[src/br1024_pkg.sv]
// ----------------------------------------------------------------------------
// br1024_pkg
// shared constants and types for the balanced radix-1024 scalar recoder
// ----------------------------------------------------------------------------
package br1024_pkg;

    localparam int WORD_W           = 64;
    localparam int WORDS_PER_SCALAR = 4;
    localparam int SCALAR_BITS      = WORD_W * WORDS_PER_SCALAR;
    localparam int WORD_CNT_W       = 2;
    localparam int MAG_W            = 10;
    localparam int IDX_W            = 5;

    localparam int DEF_DIGIT_BITS   = 10;
    localparam int DEF_NUM_DIGITS   = 26;

    // ed25519 group order, least significant word first
    localparam logic [WORD_W-1:0] GROUP_ORDER [WORDS_PER_SCALAR] = '{
        64'h5812631a5cf5d3ed,
        64'h14def9dea2f79cd6,
        64'h0000000000000000,
        64'h1000000000000000
    };

    // one recoded digit plus the carry into the next position
    typedef struct packed {
        logic             carry;
        logic             negative;
        logic             nonzero;
        logic [MAG_W-1:0] magnitude;
    } rec_digit_t;

endpackage

[src/br1024_digit_cell.sv]
// ----------------------------------------------------------------------------
// br1024_digit_cell
// turns one raw digit plus incoming carry into a balanced sign-magnitude digit
// ----------------------------------------------------------------------------
module br1024_digit_cell
    import br1024_pkg::*;
#(
    parameter int DIGIT_BITS = DEF_DIGIT_BITS
) (
    input  logic [DIGIT_BITS-1:0] bits,
    input  logic                  carry_in,
    output rec_digit_t            digit
);

    localparam int RAW_W = DIGIT_BITS + 1;
    localparam int EXT_W = (RAW_W > MAG_W) ? RAW_W : MAG_W;
    localparam logic [RAW_W-1:0] RADIX = RAW_W'(1) << DIGIT_BITS;
    localparam logic [RAW_W-1:0] HALF  = RAW_W'(1) << (DIGIT_BITS - 1);

    logic [RAW_W-1:0] raw;
    logic [RAW_W-1:0] mag_full;
    logic [EXT_W-1:0] mag_ext;
    logic             wrap;

    always_comb
    begin
        raw      = {1'b0, bits} + RAW_W'(carry_in);
        wrap     = (raw >= HALF);
        // digits at or above half borrow from the next position
        mag_full = wrap ? (RADIX - raw) : raw;
        mag_ext  = EXT_W'(mag_full);

        digit.carry     = wrap;
        digit.nonzero   = (mag_full != '0);
        digit.negative  = wrap && (mag_full != '0);
        digit.magnitude = mag_ext[MAG_W-1:0];
    end

endmodule

[src/balanced_radix1024_scalar_recoder_core.sv]
// ----------------------------------------------------------------------------
// balanced_radix1024_scalar_recoder_core
// recodes a 256-bit scalar into balanced radix-2^DIGIT_BITS digits
// ----------------------------------------------------------------------------
// first digit: the first digit beat is offered in the cycle after the fourth word beat
// per scalar: 4 word beats, then NUM_DIGITS digit beats before words are taken
//   again; the shift register yields one digit a cycle unless out_ready is low
// reset: rst_n clears the counts, state, carry and the compare and recode flags;
//   the scalar shift register holds no reset value
module balanced_radix1024_scalar_recoder_core
    import br1024_pkg::*;
#(
    parameter int DIGIT_BITS = DEF_DIGIT_BITS,
    parameter int NUM_DIGITS = DEF_NUM_DIGITS
) (
    input  logic              clk,
    input  logic              rst_n,

    // word beats in
    input  logic              in_valid,
    output logic              in_ready,
    input  logic [WORD_W-1:0] scalar_word,
    input  logic              lane_active,

    // digit beats out
    output logic              out_valid,
    input  logic              out_ready,
    output logic [IDX_W-1:0]  digit_index,
    output logic [MAG_W-1:0]  magnitude,
    output logic              negative,
    output logic              nonzero,
    output logic              scalar_valid,
    output logic              last
);

    localparam int CNT_W     = $clog2(NUM_DIGITS);
    localparam int IDX_EXT_W = (CNT_W > IDX_W) ? CNT_W : IDX_W;
    localparam logic [CNT_W-1:0] LAST_DIGIT = CNT_W'(NUM_DIGITS - 1);

    // controller states
    localparam logic ST_LOAD = 1'b0;
    localparam logic ST_EMIT = 1'b1;

    logic                   state_reg,     state_next;
    logic [WORD_CNT_W-1:0]  word_cnt_reg,  word_cnt_next;
    logic                   below_reg,     below_next;
    logic                   enable_reg,    enable_next;
    logic                   carry_reg,     carry_next;
    logic [CNT_W-1:0]       digit_cnt_reg, digit_cnt_next;
    logic [SCALAR_BITS-1:0] scalar_reg,    scalar_next;

    logic                   in_beat;
    logic                   out_beat;
    logic                   word_lt;
    logic                   word_eq;
    logic                   final_word;
    logic [IDX_EXT_W-1:0]   idx_ext;
    rec_digit_t             cell_digit;

    assign in_beat  = in_valid && in_ready;
    assign out_beat = out_valid && out_ready;

    // lowest digit sits in the bottom bits of the scalar shift register
    br1024_digit_cell #(
        .DIGIT_BITS(DIGIT_BITS)
    ) u_cell (
        .bits     (scalar_reg[DIGIT_BITS-1:0]),
        .carry_in (carry_reg),
        .digit    (cell_digit)
    );

    // running compare against the group order, low word first: a higher word
    // decides, an equal word keeps the verdict of the words below it
    assign word_lt    = scalar_word < GROUP_ORDER[word_cnt_reg];
    assign word_eq    = scalar_word == GROUP_ORDER[word_cnt_reg];
    assign final_word = (word_cnt_reg == WORD_CNT_W'(WORDS_PER_SCALAR - 1));

    always_comb
    begin
        state_next     = state_reg;
        word_cnt_next  = word_cnt_reg;
        below_next     = below_reg;
        enable_next    = enable_reg;
        carry_next     = carry_reg;
        digit_cnt_next = digit_cnt_reg;
        scalar_next    = scalar_reg;

        case (state_reg)
            ST_LOAD:
            begin
                if (in_beat)
                begin
                    // words enter at the top and slide down
                    scalar_next   = {scalar_word, scalar_reg[SCALAR_BITS-1:WORD_W]};
                    below_next    = word_lt
                                    || (word_eq && below_reg && (word_cnt_reg != '0));
                    word_cnt_next = word_cnt_reg + 1'b1;
                    if (final_word)
                    begin
                        enable_next    = lane_active && below_next;
                        carry_next     = 1'b0;
                        digit_cnt_next = '0;
                        word_cnt_next  = '0;
                        state_next     = ST_EMIT;
                    end
                end
            end
            ST_EMIT:
            begin
                if (out_beat)
                begin
                    // bits past the scalar read as zero: zeros fill from the top
                    scalar_next    = scalar_reg >> DIGIT_BITS;
                    carry_next     = cell_digit.carry;
                    digit_cnt_next = digit_cnt_reg + 1'b1;
                    if (digit_cnt_reg == LAST_DIGIT)
                    begin
                        state_next = ST_LOAD;
                    end
                end
            end
            default:
            begin
                state_next = ST_LOAD;
            end
        endcase
    end

    always_ff @(posedge clk or negedge rst_n)
    begin
        if (!rst_n)
        begin
            state_reg     <= ST_LOAD;
            word_cnt_reg  <= '0;
            below_reg     <= 1'b0;
            enable_reg    <= 1'b0;
            carry_reg     <= 1'b0;
            digit_cnt_reg <= '0;
        end
        else
        begin
            state_reg     <= state_next;
            word_cnt_reg  <= word_cnt_next;
            below_reg     <= below_next;
            enable_reg    <= enable_next;
            carry_reg     <= carry_next;
            digit_cnt_reg <= digit_cnt_next;
        end
    end

    // scalar data path, no reset
    always_ff @(posedge clk)
    begin
        scalar_reg <= scalar_next;
    end

    // handshake: words only while loading, digits only while emitting
    assign in_ready  = (state_reg == ST_LOAD);
    assign out_valid = (state_reg == ST_EMIT);

    // digit payload straight from the registers; they hold until the beat moves
    assign idx_ext      = IDX_EXT_W'(digit_cnt_reg);
    assign digit_index  = idx_ext[IDX_W-1:0];
    assign magnitude    = enable_reg ? cell_digit.magnitude : '0;
    assign negative     = enable_reg && cell_digit.negative;
    assign nonzero      = enable_reg && cell_digit.nonzero;
    assign scalar_valid = enable_reg;
    assign last         = (digit_cnt_reg == LAST_DIGIT);

    // ------------------------------------------------------------------------
    // assertions
    // ------------------------------------------------------------------------

    // never load a word and emit a digit in the same cycle
    a_no_overlap: assert property (@(posedge clk) disable iff (!rst_n)
        !(in_ready && out_valid))
        else $error("word and digit channels open together");

    // after the last digit beat the block takes words again
    a_last_reopens: assert property (@(posedge clk) disable iff (!rst_n)
        (out_beat && last) |=> (in_ready && !out_valid))
        else $error("block did not return to loading after last digit");

    // digit positions advance by one between beats of a scalar
    a_index_steps: assert property (@(posedge clk) disable iff (!rst_n)
        (out_beat && !last) |=> (digit_index == $past(digit_index) + 1'b1))
        else $error("digit index skipped");

    // a rejected scalar carries only zero digits
    a_invalid_zero: assert property (@(posedge clk) disable iff (!rst_n)
        (out_valid && !scalar_valid) |-> (magnitude == '0 && !negative && !nonzero))
        else $error("nonzero digit on an invalid scalar");

endmodule
[config.mk]
export PLATFORM = sky130hd
export DESIGN_NAME = balanced_radix1024_scalar_recoder_core
export DESIGN_NICKNAME = d
export VERILOG_FILES = /design/src/br1024_pkg.sv /design/src/br1024_digit_cell.sv /design/src/balanced_radix1024_scalar_recoder_core.sv
export SDC_FILE = /design/constraint.sdc
export NUM_CORES = 1
export LEC_CHECK = 0
export ABC_AREA = 1
export BUFFER_PORTS_ARGS = -buffer_cell sky130_fd_sc_hd__buf_4
export CORE_ASPECT_RATIO = 1.5
export CORE_UTILIZATION = 49
export CTS_CLUSTER_DIAMETER = 100
export DETAILED_ROUTE_END_ITERATION = 7
export PLACE_DENSITY = 0.72
export SETUP_SLACK_MARGIN = 0.2
export SKIP_CTS_REPAIR_TIMING = 1
export SYNTH_ARGS = -nofsm -noshare
export SYNTH_HDL_FRONTEND = slang
export SYNTH_SLANG_ARGS = --single-unit
[constraint.sdc]
create_clock -name clk -period 18.33 [get_ports clk]
set_input_delay 1.833 -clock clk [delete_from_list [all_inputs] [get_ports clk]]
set_output_delay 1.833 -clock clk [all_outputs]
set_load 0.01 [all_outputs]
==> results_dict.tcl, run 1 <==
set metrics [dict create \
    crit_buf_inv 3 \
    drt-total-wl_um 29700 \
    r2r_end "below_reg" \
    clk_path_buf_depth 3 \
    crit_fanout 3 \
    grt_pass1_wl_um 46200 \
    peakVddDrop_uv 115 \
    hpwl_um 21000 \
    hold_end "scalar_reg[12]" \
    die_area_um2 27800 \
    drv_cap 0 \
    r2r_cells 15 \
    synth-xor-area-share 0.00264 \
    critPathLaunch "carry_reg" \
    fin_setup_tns_ns 0 \
    timing.hold.ws_ns 0.519 \
    worst_hold_path.num_cells 2 \
    syn-num-nets 1518 \
    internal_power_w 0.00168 \
    fin_crit_sh 0.253 \
    power_switching_w 0.000994 \
    drive_above_1_share 0.0999 \
    wl_per_cell_um 16.5 \
    grt_max_degree 196 \
    dp_slack_ns 14.19 \
    p_seq_frac 0.483 \
    nets 1574 \
    hold_path.class "flip-flop to flip-flop" \
    rsz0062_at_grt "false" \
    avgSynthCellArea_um2 9.55 \
    fin_ws_ns 13.69 \
    p_sw_frac 0.371 \
    route.vias.total 9354 \
    synth-seq-area-share 0.599 \
    p_clk_frac 0.171 \
    num_rows 73 \
    critPathLaunchType "flip-flop" \
    grt_pass1_vias 8967 \
    htree_levels 1 \
    start_util 0.500 \
    critPathCaptureType "output port" \
    ys_ff_latch 267 \
    p_leak_nw 6.44 \
    drtIter0Drc 727 \
    synthSimpleGateAreaFrac 0.170 \
    synth_compound_area_frac 0.104 \
    slowest_delay_ns 0.41 \
    fin_crit_ns 4.64 \
    gp_congestion 0.955 \
    yosysWarnings 0 \
    finalPower_w 0.00268 \
    hp-start "scalar_reg[22]" \
    syn_to_final_growth_pct 11.9 \
    cts.sinks 267 \
    power.density_nw_per_um2 180 \
    drt_pass1_iterations 6 \
    final_cells 1798 \
    vias_per_cell 5.20 \
    combPwrFrac 0.346 \
    worst_slew_pin_slew_ns 1.02 \
    syn_area_um2 13300 \
    synth_cells 1391 \
    ant_nets 0 \
    synth-edff-count 256 \
    synth_flop_cell "edfxtp_1" \
    critPathKind "flip-flop to output port" \
    antennaDiodeCount 0 \
    cp_common_cell "nand2_1" \
    hold_viol 0 \
    fp.coreArea_um2 26600 \
    io_buffers 89 \
    die_w_um 136 \
    drc_errors 0 \
    synth_top_family_by_area "simple AND/OR/NAND/NOR gates" \
    timing.rr.start "word_cnt_reg[1]" \
    worstPathArrival_ns 2.80 \
    die_h_um 204 \
    r2r_slack_ns 14.19 \
    cts_root_buffer "clkbuf_16" \
    slew_viol_final 0 \
    grt_usage 0.217 \
    overflow 0 \
    relSlewSlack 0.323 \
    cts_tree "built" \
    clkTransAtPathRegs_ns 0.07 \
    fin_skew_ns 0.0111 \
    async_flop_share 0.0412 \
    synthAdderAreaFrac 0.0546 \
    io_pins 90 \
    largest_reg_flops 256 \
    finalSetupViolCount 0 \
    cts_buffers 22 \
    crit_family "simple AND/OR/NAND/NOR gates" \
    critPathSlowestCell "dfrtp_1" \
    dp.cells 1760 \
    clock_latency_ns 0.51 \
    maxClockFrequency_mhz 216 \
    synthMuxAreaShare 0 \
    antenna_found_initial 0 \
    crit_chain "ha_1 -> ha_1 -> inv_1 -> ha_1 -> inv_1 -> nor2_1 -> nand3_1 -> nor2_1 -> nand2_1 -> nand2_1 -> nand2_1 -> nand2_1 -> nand3_1 -> nor2_2 -> nor3_1 -> buf_4" \
    synth_cell_type_count 35 \
    status "completed" \
    cp.required_ns 16.50 \
]
## per-stage QoR
stage,util,instance area (µm²)
global route,0.560,14900
detailed placement,0.534,14200
finish,0.560,14900
CTS,0.560,14900
global placement,0.534,14200
floorplan,-,13300
## layer usage
metal	part of all wire	global-route usage	vias up
li1	-	-	4738
met1	0.40	0.264	4319
met4	0.051	0.115	0
met5	0	0	-
met3	0.036	0.0186	56
met2	0.51	0.380	241
## worst max path at each step
stage          slack, ns  depth (start not counted)       endpoint
3_5_place_dp       14.19                         16       negative
5_1_grt            13.40                         16       negative
4_1_cts            13.65                         16       negative
3_3_place_gp       14.24                         15       negative
2_1_floorplan      10.22                          2  scalar_reg[0]
6_report           13.69                         16       negative
## cells in the final DEF, fill, tap and decap left out, types with 7 or more instances in the layout
cell	n
a21oi_1	26
buf_4	92
clkbuf_16	23
dfrtp_1	10
edfxtp_1	256
ha_1	58
inv_1	174
nand2_1	422
nand3_1	37
nand4_1	7
nor2_1	54
nor3_1	9
o21ai_0	238
## area by class of cell
cell class	count	area, µm²
clock inverters	6	52.6
well taps	337	422
multi-input cells	885	4410
flip-flops and latches	267	7970
clock buffers	32	639
repair buffers	93	711
inverters	178	673
fillers	2336	11700
## cell usage after synthesis, types with 2 or more instances
library cell / instances / area, µm²
nand2_1: 423 / 1590
clkbuf_1: 52 / 195
buf_4: 3 / 22.5
nand3_1: 37 / 185
edfxtp_1: 256 / 7690
ha_1: 58 / 726
dfrtp_1: 11 / 275
o21ai_0: 238 / 1190
nand2_2: 4 / 25.0
inv_1: 175 / 657
nor3_1: 9 / 45.0
xor2_1: 3 / 26.3
nand3_2: 4 / 40.0
a31o_2: 2 / 17.5
o21bai_1: 2 / 15.0
nand4_1: 7 / 43.8
and3_1: 3 / 18.8
a21oi_1: 26 / 130
nand2_4: 2 / 22.5
nor2_4: 3 / 33.8
nand3b_1: 2 / 15.0
inv_2: 2 / 7.51
buf_2: 4 / 20.0
nor2_1: 54 / 203
## worst reg2reg max path, stage by stage (launching register included)
cell and delay (ns):
dfrtp_1 0.74, inv_1 0.28, ha_1 0.48, inv_1 0.38, ha_1 0.42, nand3_1 0.10, nor3_1 0.14, nand2_1 0.13
nor3_1 0.67, nand2_1 0.12, nand2_1 0.21, nand2_1 0.08, nand2_1 0.06, nand2_1 0.10, nand2_1 0.08, nand2_1 0.05
## cell families after synthesis
logic type | count (synthesis)
AO/OA/AOI/OAI | 272
buffers and inverters | 239
flip-flops | 267
AND/OR/NAND/NOR | 551
XOR/XNOR | 4
adder cells (fa/ha/maj) | 58
## power by group through the flow
stage          Combinational [W]  Clock (W)  Sequential, W
2_1_floorplan           0.000687          0        0.00129
3_3_place_gp            0.000899          0        0.00129
3_5_place_dp            0.000928          0        0.00131
4_1_cts                 0.000931   0.000466        0.00129
5_1_grt                  0.00106   0.000487        0.00133
6_report                0.000926   0.000459        0.00129
(Power assumes the default switching activity.)
==> inputs of run 2 (changes only) <==
--- a/config.mk
+++ b/config.mk
@@ -11,7 +11,7 @@
 export CORE_UTILIZATION = 49
 export CTS_CLUSTER_DIAMETER = 100
 export DETAILED_ROUTE_END_ITERATION = 7
-export PLACE_DENSITY = 0.72
+export PLACE_DENSITY = 0.74
 export SETUP_SLACK_MARGIN = 0.2
 export SKIP_CTS_REPAIR_TIMING = 1
 export SYNTH_ARGS = -nofsm -noshare
==> constraint.sdc (replaced) <==
create_clock -name clk -period 4 [get_ports clk]
set_input_delay 0.4 -clock clk [delete_from_list [all_inputs] [get_ports clk]]
set_output_delay 0.4 -clock clk [all_outputs]
set_load 0.01 [all_outputs]
==> results_dict.tcl, run 2 (synthesis results as in run 1) <==
set metrics [dict create \
    status "completed" \
    critPathKind "flip-flop to output port" \
    grt_pass1_wl_um 46900 \
    syn_to_final_growth_pct 13.0 \
    gp_congestion 0.891 \
    timing.hold.ws_ns 0.187 \
    cp_common_cell "nand2_1" \
    die_area_um2 27800 \
    critPathCaptureType "output port" \
    crit_fanout 8 \
    critPathLaunchType "flip-flop" \
    worst_slew_pin_slew_ns 1.06 \
    r2r_cells 16 \
    io_buffers 89 \
    nets 1584 \
    drt_pass1_iterations 5 \
    finalPower_w 0.0124 \
    io_pins 90 \
    clk_path_buf_depth 3 \
    crit_chain "ha_1 -> ha_1 -> nand2_1 -> nand2_2 -> nor2_1 -> nand3_2 -> nor2_1 -> nand2_1 -> nand2_1 -> nand2_1 -> nor2_1 -> nand2_1 -> nor2_2 -> nor3_1 -> buf_4" \
    p_leak_nw 6.50 \
    relSlewSlack 0.295 \
    crit_family "simple AND/OR/NAND/NOR gates" \
    die_w_um 136 \
    slowest_delay_ns 0.42 \
    crit_buf_inv 1 \
    htree_levels 1 \
    fillers 2306 \
    drc_errors 0 \
    antenna_found_initial 0 \
    fin_setup_tns_ns 0 \
    route.vias.total 9531 \
    peakVddDrop_uv 532 \
    fin_ws_ns 0.769 \
    drt-total-wl_um 29700 \
    clkTransAtPathRegs_ns 0.07 \
    rsz0062_at_grt "false" \
    hp-start "scalar_word[56]" \
    wl_per_cell_um 16.4 \
    cp.required_ns 3.60 \
    hpwl_um 21000 \
    timing.rr.start "word_cnt_reg[1]" \
    dp_slack_ns 0.887 \
    fp.coreArea_um2 26600 \
    hold_end "scalar_reg[248]" \
    grt_pass1_vias 9112 \
    grt_usage 0.219 \
    maxClockFrequency_mhz 309 \
    finalSetupViolCount 0 \
    ant_nets 0 \
    fin_skew_ns 0.00972 \
    power.density_nw_per_um2 823 \
    die_h_um 204 \
    final_area_um2 15000 \
    largest_reg_flops 256 \
    multi_input_area_um2 4420 \
    grt_max_degree 271 \
    clock_latency_ns 0.51 \
    worst_hold_path.num_cells 3 \
    vias_per_cell 5.27 \
    antennaDiodeCount 0 \
    hold_path.class "primary input to flip-flop" \
    drive_above_1_share 0.105 \
    cts.sinks 267 \
    seqCellArea_um2 7970 \
    r2r_end "below_reg" \
    fin_crit_ns 3.23 \
    overflow 0 \
    cts_buffers 24 \
    cts_root_buffer "clkbuf_16" \
    critPathSlowestCell "dfrtp_1" \
    worstPathArrival_ns 2.83 \
    hold_viol 0 \
    slew_viol_final 0 \
    drv_cap 0 \
    mostFrequentLayoutCell "nand2_1" \
    placed_cell_area_um2 14300 \
    fin_crit_sh 0.808 \
    cts_tree "built" \
    mostFrequentLayoutCells "nand2_1 (422), edfxtp_1 (256), o21ai_0 (238)" \
    num_rows 73 \
    drtIter0Drc 756 \
    r2r_slack_ns 0.87 \
    start_util 0.500 \
]
## run 2: changes by cell type in the layout (fill, tap and decap cells not counted), sizes merged
cell	before	now
buf	93	100
dlygate4sd3	0	1
bufinv	1	0
inv	177	179
clkinvlp	0	1
clkinv	6	11
clkbuf	32	29
## run 2: routing by layer
metal	global-route usage	vias up	wire length, µm
li1	-	4759	-
met1	0.265	4442	11700
met2	0.382	263	15200
met3	0.0159	67	1030
met4	0.123	0	1700
met5	0	-	0
## run 2: worst max path at each step
stage,start,endpoint,cells after the start,slack (ns)
5_1_grt,carry_reg,negative,16,0.48
4_1_cts,carry_reg,negative,16,0.74
3_5_place_dp,word_cnt_reg[1],below_reg,16,0.89
2_1_floorplan,out_valid,scalar_reg[0],4,0.94
3_3_place_gp,word_cnt_reg[1],scalar_valid,16,0.92
6_report,carry_reg,negative,15,0.77
## run 2: through the flow
| stage | cells | utilization |
|---|---|---|
| after floorplan | 1391 | - |
| after global placement | 1767 | 0.538 |
| after detailed placement | 1767 | 0.538 |
| after CTS | 1809 | 0.565 |
| after global routing | 1810 | 0.565 |
| final | 1810 | 0.565 |
## run 2: layout make-up
cell class                 instances  area share
timing repair buffer             101      0.0548
tap                              337      0.0281
sequential                       267       0.530
inverter                         178      0.0448
multi-input combinational        885       0.295
clock inverter                    13     0.00458
clock buffer                      29      0.0427
## run 2: report_power, final
part	switching [W]	internal (W)	total (W)	leakage, nW
Combinational	0.00301	0.00143	0.00444	3.50
Sequential	0.000615	0.00520	0.00581	2.66
Clock	0.000966	0.00114	0.00211	0.346
Total	0.00459	0.00777	0.0124	6.50
## run 2: worst reg2reg max path: stages (launching register included)
cell and delay (ns):
dfrtp_1 0.35, buf_4 0.23, inv_1 0.15, ha_1 0.36
inv_1 0.31, ha_1 0.40, nand3_1 0.10, nor3_1 0.14
nand2_1 0.09, nor3_1 0.38, nand2_1 0.10, nand2_1 0.13
nand2_1 0.06, nand2_1 0.06, nand2_1 0.06, nand2_1 0.06
nand2_1 0.05
==> inputs of run 3 (changes only) <==
--- a/config.mk
+++ b/config.mk
@@ -5,13 +5,13 @@
 export SDC_FILE = /design/constraint.sdc
 export NUM_CORES = 1
 export LEC_CHECK = 0
-export ABC_AREA = 1
+export ABC_AREA = 0
 export BUFFER_PORTS_ARGS = -buffer_cell sky130_fd_sc_hd__buf_4
 export CORE_ASPECT_RATIO = 1.5
 export CORE_UTILIZATION = 49
 export CTS_CLUSTER_DIAMETER = 100
 export DETAILED_ROUTE_END_ITERATION = 7
-export PLACE_DENSITY = 0.74
+export PLACE_DENSITY = 0.72
 export SETUP_SLACK_MARGIN = 0.2
 export SKIP_CTS_REPAIR_TIMING = 1
 export SYNTH_ARGS = -nofsm -noshare
==> constraint.sdc (replaced) <==
create_clock -name clk -period 3 [get_ports clk]
set_input_delay 0.3 -clock clk [delete_from_list [all_inputs] [get_ports clk]]
set_output_delay 0.3 -clock clk [all_outputs]
set_load 0.01 [all_outputs]
==> results_dict.tcl, run 3 <==
set metrics [dict create \
    cts_tree "built" \
    r2r_end "scalar_valid" \
    hpwl_um 19700 \
    synth_flop_cell "edfxtp_1" \
    synth_cell_type_count 66 \
    finalSetupViolCount 7 \
    hold_viol 0 \
    hp-start "out_ready" \
    io_pins 90 \
    slowest_delay_ns 0.51 \
    ys_ff_latch 267 \
    timing.hold.ws_ns 0.0514 \
    drt_pass1_iterations 7 \
    rsz0062_at_grt "true" \
    synth_most_common_cell "edfxtp_1" \
    mostFrequentLayoutCell "edfxtp_1" \
    fin_ws_ns -0.346 \
    finalPower_w 0.0173 \
    r2r_cells 11 \
    crit_fanout 3 \
    seqCellArea_um2 7970 \
    drive_above_1_share 0.429 \
    fin_crit_sh 1.12 \
    fin_setup_tns_ns -1.19 \
    peakVddDrop_uv 1200 \
    io_buffers 89 \
    r2r_slack_ns 0.35 \
    violations "setup timing" \
    htree_levels 1 \
    p_leak_nw 5.74 \
    power.density_nw_per_um2 1110 \
    synth_largest_area_cell "edfxtp_1" \
    slew_viol_final 0 \
    internal_power_w 0.0119 \
    critPathSlowestCell "or4_1" \
    synth-seq-area-share 0.595 \
    fillers 2126 \
    p_seq_frac 0.449 \
    synth_cells 894 \
    avgSynthCellArea_um2 15.0 \
    ant_nets 0 \
    final_area_um2 15600 \
    hold_end "out_valid" \
    yosysWarnings 0 \
    syn_area_um2 13400 \
    synth-edff-count 256 \
    die_w_um 137 \
    placed_cell_area_um2 14600 \
    p_clk_frac 0.178 \
    clock_latency_ns 0.52 \
    worstPathArrival_ns 3.05 \
    timing.rr.start "word_cnt_reg[0]" \
    mostFrequentLayoutCells "edfxtp_1 (256), mux2_2 (245), buf_4 (125)" \
    grt_pass1_wl_um 41000 \
    die_area_um2 28000 \
    cp.required_ns 2.70 \
    grt_pass1_vias 7609 \
    grt_max_degree 166 \
    hold_path.class "primary input to flip-flop" \
    relSlewSlack 0.392 \
    drc_errors 0 \
    drtIter0Drc 461 \
    nets 1142 \
    antennaDiodeCount 0 \
    fin_skew_ns 0.0102 \
    p_sw_frac 0.308 \
    worst_slew_pin_slew_ns 0.913 \
    gp_congestion 0.909 \
    grt_usage 0.196 \
    maxClockFrequency_mhz 299 \
    status "finished with violations" \
    critPathCaptureType "output port" \
    drv_cap 0 \
    crit_chain "ha_2 -> ha_4 -> inv_1 -> ha_2 -> inv_1 -> or4_1 -> a211oi_1 -> o221a_1 -> nand4_1 -> and3_1 -> buf_4" \
    fin_crit_ns 3.35 \
    syn_to_final_growth_pct 16.7 \
    multi_input_area_um2 5320 \
    power_switching_w 0.00532 \
    start_util 0.501 \
    cts_buffers 24 \
    cts.sinks 267 \
    cts_root_buffer "clkbuf_16" \
    synth_area_leaders "edfxtp_1 (57%), mux2_2 (21%), ha_1 (5.4%)" \
    clk_path_buf_depth 3 \
    clkTransAtPathRegs_ns 0.07 \
    yosysTopAreaCellShare 0.575 \
    critPathLaunchType "flip-flop" \
    async_flop_share 0.0412 \
    die_h_um 204 \
    combPwrFrac 0.373 \
    num_rows 73 \
    antenna_found_initial 0 \
    wl_per_cell_um 20.1 \
    syn-num-nets 1021 \
    largest_reg_flops 256 \
    drt-total-wl_um 27400 \
    worst_hold_path.num_cells 4 \
    route.vias.total 7800 \
    critPathKind "flip-flop to output port" \
    yosys-top-cells-count "edfxtp_1 (256), mux2_2 (245), ha_1 (58)" \
    vias_per_cell 5.70 \
    fp.coreArea_um2 26700 \
    overflow 0 \
]
==> run 3: routing by layer <==
| metal | vias to the layer above | track usage | routed length (µm) |
|---|---|---|---|
| met1 | 3811 | 0.243 | 11300 |
| met5 | - | 0 | 0 |
| met2 | 210 | 0.342 | 13900 |
| met3 | 55 | 0.0255 | 1160 |
| li1 | 3724 | - | - |
| met4 | 0 | 0.0832 | 1070 |
==> run 3: kinds of logic after synthesis <==
logic type / Yosys count / synth area share
compound gates: 94 / 0.0489
mux: 246 / 0.207
simple gates: 158 / 0.0667
xor+xnor: 16 / 0.0105
flops: 267 / 0.595
buf+inv: 55 / 0.0172
fa+ha+maj: 58 / 0.0543
==> run 3: worst max path at each step <==
stage	startpoint	end	slack, ns	depth (start not counted)
after floorplan	out_valid	scalar_reg[0]	-0.15	4
after global placement	carry_reg	negative	0.08	10
after detailed placement	carry_reg	negative	0.04	10
after CTS	carry_reg	negative	-0.51	10
after global routing	scalar_reg[0]	negative	-0.49	9
final	carry_reg	negative	-0.35	11
==> run 3: power groups by stage <==
stage               clock network [W]  registers (W)  logic [W]
floorplan                           0        0.00743    0.00466
global placement                    0        0.00779    0.00606
detailed placement                  0        0.00785    0.00612
CTS                           0.00313        0.00779    0.00617
global route                  0.00325        0.00795    0.00702
finish                        0.00307        0.00774    0.00644
==> run 3: area by class of cell <==
| class | count | area share |
|---|---|---|
| inverters | 18 | 0.00457 |
| well taps | 337 | 0.0270 |
| multi-input cells | 572 | 0.340 |
| repair buffers | 132 | 0.0679 |
| clock inverters | 7 | 0.00713 |
| flip-flops and latches | 267 | 0.510 |
| clock buffers | 35 | 0.0425 |
==> run 3: worst max-delay path, delay by kind of cell, from the launching register on <==
kind / cells / cell delay [ns]
AND/OR/NAND/NOR: 3 / 0.82
adder cells (fa/ha/maj): 3 / 0.59
AO/OA/AOI/OAI: 2 / 0.48
flip-flops: 1 / 0.40
buffers and inverters: 3 / 0.25
==> run 3: per-stage QoR <==
stage | cells | utilization | setup WS (ns)
floorplan | 894 | - | -0.153
global placement | 1313 | 0.547 | 0.0792
detailed placement | 1313 | 0.547 | 0.0429
CTS | 1355 | 0.576 | -0.511
global route | 1368 | 0.585 | -0.487
finish | 1368 | 0.585 | -0.346
